### src/rtl/core/pva_pkg.sv
`default_nettype none
package pva_pkg;

  localparam int DELTA_BITS = 16;
  localparam int FRAC_BITS  = 16;
  localparam int STAMP_BITS = 32;
  localparam int CFG_BITS   = 32;

  localparam logic [1:0] REG_ACCEL_GAIN  = 2'd0;
  localparam logic [1:0] REG_SENSITIVITY = 2'd1;
  localparam logic [1:0] REG_TICK_RATE   = 2'd2;

  // Datapath operations issued by the controller.
  localparam logic [3:0] OP_NONE = 4'd0;
  localparam logic [3:0] OP_LOAD = 4'd1;
  localparam logic [3:0] OP_SQX  = 4'd2;
  localparam logic [3:0] OP_SQY  = 4'd3;
  localparam logic [3:0] OP_ROOT = 4'd4;
  localparam logic [3:0] OP_MULA = 4'd5;
  localparam logic [3:0] OP_MULL = 4'd6;
  localparam logic [3:0] OP_MULH = 4'd7;
  localparam logic [3:0] OP_DSET = 4'd8;
  localparam logic [3:0] OP_DIV  = 4'd9;
  localparam logic [3:0] OP_GAIN = 4'd10;
  localparam logic [3:0] OP_AXX  = 4'd11;
  localparam logic [3:0] OP_AXY  = 4'd12;
  localparam logic [3:0] OP_FIN  = 4'd13;

  localparam logic [5:0] ROOT_STEPS = 6'd32;
  localparam logic [5:0] DIV_STEPS  = 6'd40;

  localparam logic [38:0] ACC_MAX   = 39'h7F_FFFE_FFFF;
  localparam logic [33:0] SAT_TH    = 34'h2_0000_0000;
  localparam logic [9:0]  MS_PER_S  = 10'd1000;

  typedef struct packed {
    logic [3:0] op;
  } pva_cmd_t;

  typedef struct packed {
    logic item_abs;
  } pva_status_t;

endpackage
`default_nettype wire

### src/rtl/core/pva_ctrl.sv
`default_nettype none
module pva_ctrl
  import pva_pkg::*;
(
  input  wire logic        clk,
  input  wire logic        rst,
  input  wire logic        in_valid,
  output logic             in_ready,
  output logic             out_valid,
  input  wire logic        out_ready,
  input  wire pva_status_t status,
  output pva_cmd_t         cmd
);

  localparam logic [3:0] S_IDLE = 4'd0;
  localparam logic [3:0] S_SQX  = 4'd1;
  localparam logic [3:0] S_SQY  = 4'd2;
  localparam logic [3:0] S_ROOT = 4'd3;
  localparam logic [3:0] S_MULA = 4'd4;
  localparam logic [3:0] S_MULL = 4'd5;
  localparam logic [3:0] S_MULH = 4'd6;
  localparam logic [3:0] S_DSET = 4'd7;
  localparam logic [3:0] S_DIV  = 4'd8;
  localparam logic [3:0] S_GAIN = 4'd9;
  localparam logic [3:0] S_AXX  = 4'd10;
  localparam logic [3:0] S_AXY  = 4'd11;
  localparam logic [3:0] S_FIN  = 4'd12;

  logic [3:0] state, state_next;
  logic [5:0] cnt, cnt_next;
  logic       out_valid_next;
  logic       accept;

  assign in_ready = (state == S_IDLE);
  assign accept   = in_valid && in_ready;

  always_comb begin
    state_next     = state;
    cnt_next       = cnt;
    cmd.op         = OP_NONE;
    out_valid_next = out_valid && !out_ready;
    case (state)
      S_IDLE: begin
        if (accept) begin
          cmd.op     = OP_LOAD;
          state_next = status.item_abs ? S_FIN : S_SQX;
        end
      end
      S_SQX: begin
        cmd.op     = OP_SQX;
        state_next = S_SQY;
      end
      S_SQY: begin
        cmd.op     = OP_SQY;
        cnt_next   = '0;
        state_next = S_ROOT;
      end
      S_ROOT: begin
        cmd.op   = OP_ROOT;
        cnt_next = cnt + 6'd1;
        if (cnt == ROOT_STEPS - 6'd1) begin
          state_next = S_MULA;
        end
      end
      S_MULA: begin
        cmd.op     = OP_MULA;
        state_next = S_MULL;
      end
      S_MULL: begin
        cmd.op     = OP_MULL;
        state_next = S_MULH;
      end
      S_MULH: begin
        cmd.op     = OP_MULH;
        state_next = S_DSET;
      end
      S_DSET: begin
        cmd.op     = OP_DSET;
        cnt_next   = '0;
        state_next = S_DIV;
      end
      S_DIV: begin
        cmd.op   = OP_DIV;
        cnt_next = cnt + 6'd1;
        if (cnt == DIV_STEPS - 6'd1) begin
          state_next = S_GAIN;
        end
      end
      S_GAIN: begin
        cmd.op     = OP_GAIN;
        state_next = S_AXX;
      end
      S_AXX: begin
        cmd.op     = OP_AXX;
        state_next = S_AXY;
      end
      S_AXY: begin
        cmd.op     = OP_AXY;
        state_next = S_FIN;
      end
      S_FIN: begin
        if (!out_valid || out_ready) begin
          cmd.op         = OP_FIN;
          out_valid_next = 1'b1;
          state_next     = S_IDLE;
        end
      end
      default: begin
        state_next = S_IDLE;
      end
    endcase
  end

  always_ff @(posedge clk) begin
    if (rst) begin
      state     <= S_IDLE;
      cnt       <= '0;
      out_valid <= 1'b0;
    end else begin
      state     <= state_next;
      cnt       <= cnt_next;
      out_valid <= out_valid_next;
    end
  end

  a_busy_after_accept: assert property (@(posedge clk) disable iff (rst)
    accept |=> state != S_IDLE)
    else $error("controller stayed idle after taking a word");

  a_drop_only_when_taken: assert property (@(posedge clk) disable iff (rst)
    $fell(out_valid) |-> $past(out_ready))
    else $error("result word withdrawn before it was taken");

  a_fin_commits: assert property (@(posedge clk) disable iff (rst)
    (state == S_FIN && !out_valid) |=> (out_valid && state == S_IDLE))
    else $error("finished result not placed in the output register");

endmodule
`default_nettype wire

### config.mk
export PLATFORM = sky130hd
export DESIGN_NAME = pva_ctrl
export DESIGN_NICKNAME = d
export VERILOG_FILES = /design/src/rtl/core/pva_pkg.sv /design/src/rtl/core/pva_ctrl.sv
export SDC_FILE = /design/constraint.sdc
export NUM_CORES = 1
export LEC_CHECK = 0
export BUFFER_PORTS_ARGS = -buffer_cell sky130_fd_sc_hd__buf_4
export CAP_MARGIN = 40
export CORE_MARGIN = 2
export CORE_UTILIZATION = 53
export CTS_BUF_LIST = sky130_fd_sc_hd__clkbuf_16
export DETAILED_ROUTE_END_ITERATION = 10
export GPL_TIMING_DRIVEN = 0
export HOLD_SLACK_MARGIN = 0.03
export PLACE_DENSITY = 0.75
export SYNTH_ARGS = -nofsm -noshare
export SYNTH_HDL_FRONTEND = slang
export SYNTH_SLANG_ARGS = --single-unit
### constraint.sdc
create_clock -name clk -period 2.25 [get_ports clk]
set_input_delay 0.45 -clock clk [delete_from_list [all_inputs] [get_ports clk]]
set_output_delay 0.45 -clock clk [all_outputs]
set_load 0.05 [all_outputs]
==> results.py <==
metrics = {
    "status": {
        "outcome": "finished clean",
    },
    "global_route": {
        "grt_pass1_vias": 612,
        "grt_use_total_pct": 23.1,
        "grt_pass1_wl_microns": 2550,
        "grt_start_max_net_pins": 11,
        "globalRouteOverflowTotal": 0,
        "antenna_found_initial": 0,
    },
    "route": {
        "vias_per_cell": 6.22,
        "drt_iter0_drc": 20,
        "num_vias": 740,
        "totalWireLength_microns": 1660,
        "wl_per_cell_microns": 13.9,
        "drc": 0,
        "dr.pass1.iters": 4,
        "ant_nets": 0,
    },
    "power_and_ir_drop": {
        "powerDensity_nw_per_um2": 1620,
        "combPwrFrac_pct": 57.9,
        "total_power_mw": 1.45,
        "seq_power_share_pct": 20.7,
        "swShare_pct": 47.4,
        "clockPowerShare_pct": 21.4,
        "p_int_mw": 0.765,
        "p_sw_mw": 0.690,
        "irDropWorstVdd_uv": 985,
        "leakagePower_nw": 0.346,
    },
    "setup_path": {
        "r2r-start": "state[3]",
        "r2r_setup_slack_ns": 0.48,
        "startpoint_type": "register",
        "crit_fanout": 10,
        "crit_required_ns": 1.80,
        "end_kind": "primary output",
        "critical_path_class": "register to primary output",
        "cp.arrival_ns": 1.63,
        "cp-startpoint": "state[1]",
    },
    "logic_synthesis": {
        "synth.most_common_cell": "dfxtp_1",
        "ys_warn_count": 0,
        "avgSynthCellArea_sq_um": 7.87,
        "yosysTopAreaCellShare_pct": 30.4,
        "ys_seq_area_share_pct": 30.4,
        "synth_edf_count": 0,
        "synth_nets": 98,
        "synth_area_sq_um": 724,
        "synthArstFlopShare_pct": 0,
        "synthesis.instances": 92,
        "ys.flop_type": "dfxtp_1",
        "synth_cell_type_count": 38,
        "synthTopCellsByArea": "dfxtp_1, a21oi_1, nand2_1, nand2b_1, nand3_1",
        "yosysTopAreaCell": "dfxtp_1",
        "synthTopCellsByCount": "dfxtp_1, a21oi_1, nand2_1",
        "synth-seq-cells": 11,
    },
    "clocking": {
        "cts.sink_count": 11,
        "path_clk_slew_ns": 0.04,
        "clkLatencyLatePin_ns": 0.23,
        "cts_htree_levels": 1,
        "cts_root_buf": "clkbuf_16",
        "cts_setup_buffers": 0,
        "cts_tree": "built",
        "cts_resized": 1,
        "cts_inserted_buffers": 3,
        "cts_buffer_depth": 2,
        "cts_hold_buffers": 0,
    },
    "timing": {
        "fin_hold_ws_ns": 0.526,
        "period_needed_ns": 2.08,
        "max_freq_mhz": 481,
        "hold_viol_final": 0,
        "setup_viol": 0,
        "skew_ns": 0.000634,
        "rsz0062_at_grt": "false",
        "drv_slew": 0,
        "finalCritPeriodShare_pct": 92.3,
        "worst_pin_slew_ns": 0.448,
        "slew_headroom_pct": 70.1,
        "finalSetupTns_ns": 0,
    },
    "place": {
        "dpl.hpwl_microns": 1210,
        "io_buffers": 9,
        "place.gp.congestion": 0.806,
    },
    "floorplanning": {
        "die_area_sq_um": 1680,
        "start_util_pct": 56.4,
        "io_pins": 11,
        "die_h_microns": 41.0,
        "rows": 13,
        "die_w_microns": 41.0,
        "fp.coreArea_sq_um": 1280,
    },
    "job": {
        "cap_violations": 0,
    },
    "layout": {
        "syn_to_final_growth_pct": 24.0,
        "drive_above_1_share_pct": 17.3,
        "n_antenna_cell": 0,
        "num-nets-final": 111,
    },
    "min_path": {
        "hold_path_class": "register to register",
        "min_from": "cnt[5]",
    },
}
==> placed cells by master (no fill, tap or decap), types with 3 or more instances in the layout <==
master     instances
clkbuf_16          3
nand2b_1           4
o21ai_0            3
nor2_1             5
dfxtp_1           11
nand3_1            5
inv_1              5
buf_4              9
nand2_1            7
a21oi_1            9
a31oi_1            3
==> cells by family after synthesis <==
| group | after synthesis | synth area share, % |
|---|---|---|
| fa+ha+maj | 1 | 1.73 |
| simple gates | 37 | 28.2 |
| flops | 11 | 30.4 |
| mux | 1 | 1.38 |
| buf+inv | 11 | 5.87 |
| xor+xnor | 1 | 1.21 |
| compound gates | 30 | 31.3 |
==> state kept, by name (all words and copies together) (netlist names) <==
| name | flops |
|---|---|
| out_valid | 1 |
| state | 4 |
| cnt | 6 |
==> final cells by class <==
class	instances	area, sq um
Buffer	6	25.0
Clock buffer	3	75.1
Clock inverter	1	3.75
Fill cell	114	387
Inverter	4	15.0
Multi-Input combinational cell	70	473
Sequential cell	11	220
Tap cell	15	18.8
Timing Repair Buffer	9	67.6
==> power groups by stage <==
stage               Clock (mW)  Combinational (mW)  Sequential [mW]
floorplan                    0               0.663            0.279
global placement             0               0.844            0.281
detailed placement           0               0.853            0.283
CTS                      0.317               0.859            0.280
global route             0.330               0.908            0.308
finish                   0.311               0.843            0.301
==> path summary, 6_finish.rpt <==
| path | to | cells past startpoint |
|---|---|---|
| worst max-delay path | cmd[0] | 5 |
| worst min-delay path | cnt[5] | 1 |
| worst max register to register | state[2] | 5 |
| worst min register to register | cnt[5] | 1 |
==> worst max-delay path, cell delays in order (launching register included) <==
cell	delay, ns
dfxtp_1	0.36
buf_1	0.38
inv_1	0.19
a21oi_1	0.20
nor3_2	0.06
buf_4	0.20
==> metal layers <==
metal / global-route usage, % / routed length, microns / vias up
met4: 2.50 / 0 / 0
met3: 9.78 / 81 / 0
met1: 31.6 / 826 / 353
met2: 34.4 / 752 / 16
li1: - / - / 371
met5: 0 / 0 / -
==> through the flow <==
step | util, % | std cells | area, sq um | setup WS (ns)
finish | 69.9 | 119 | 898 | 0.173
global route | 69.9 | 119 | 898 | 0.0332
CTS | 70.2 | 120 | 902 | 0.0856
detailed placement | 64.0 | 116 | 822 | 0.242
global placement | 64.0 | 116 | 822 | 0.257
floorplan | - | 92 | 736 | 0.182
Power figures use the tool's default switching activity.
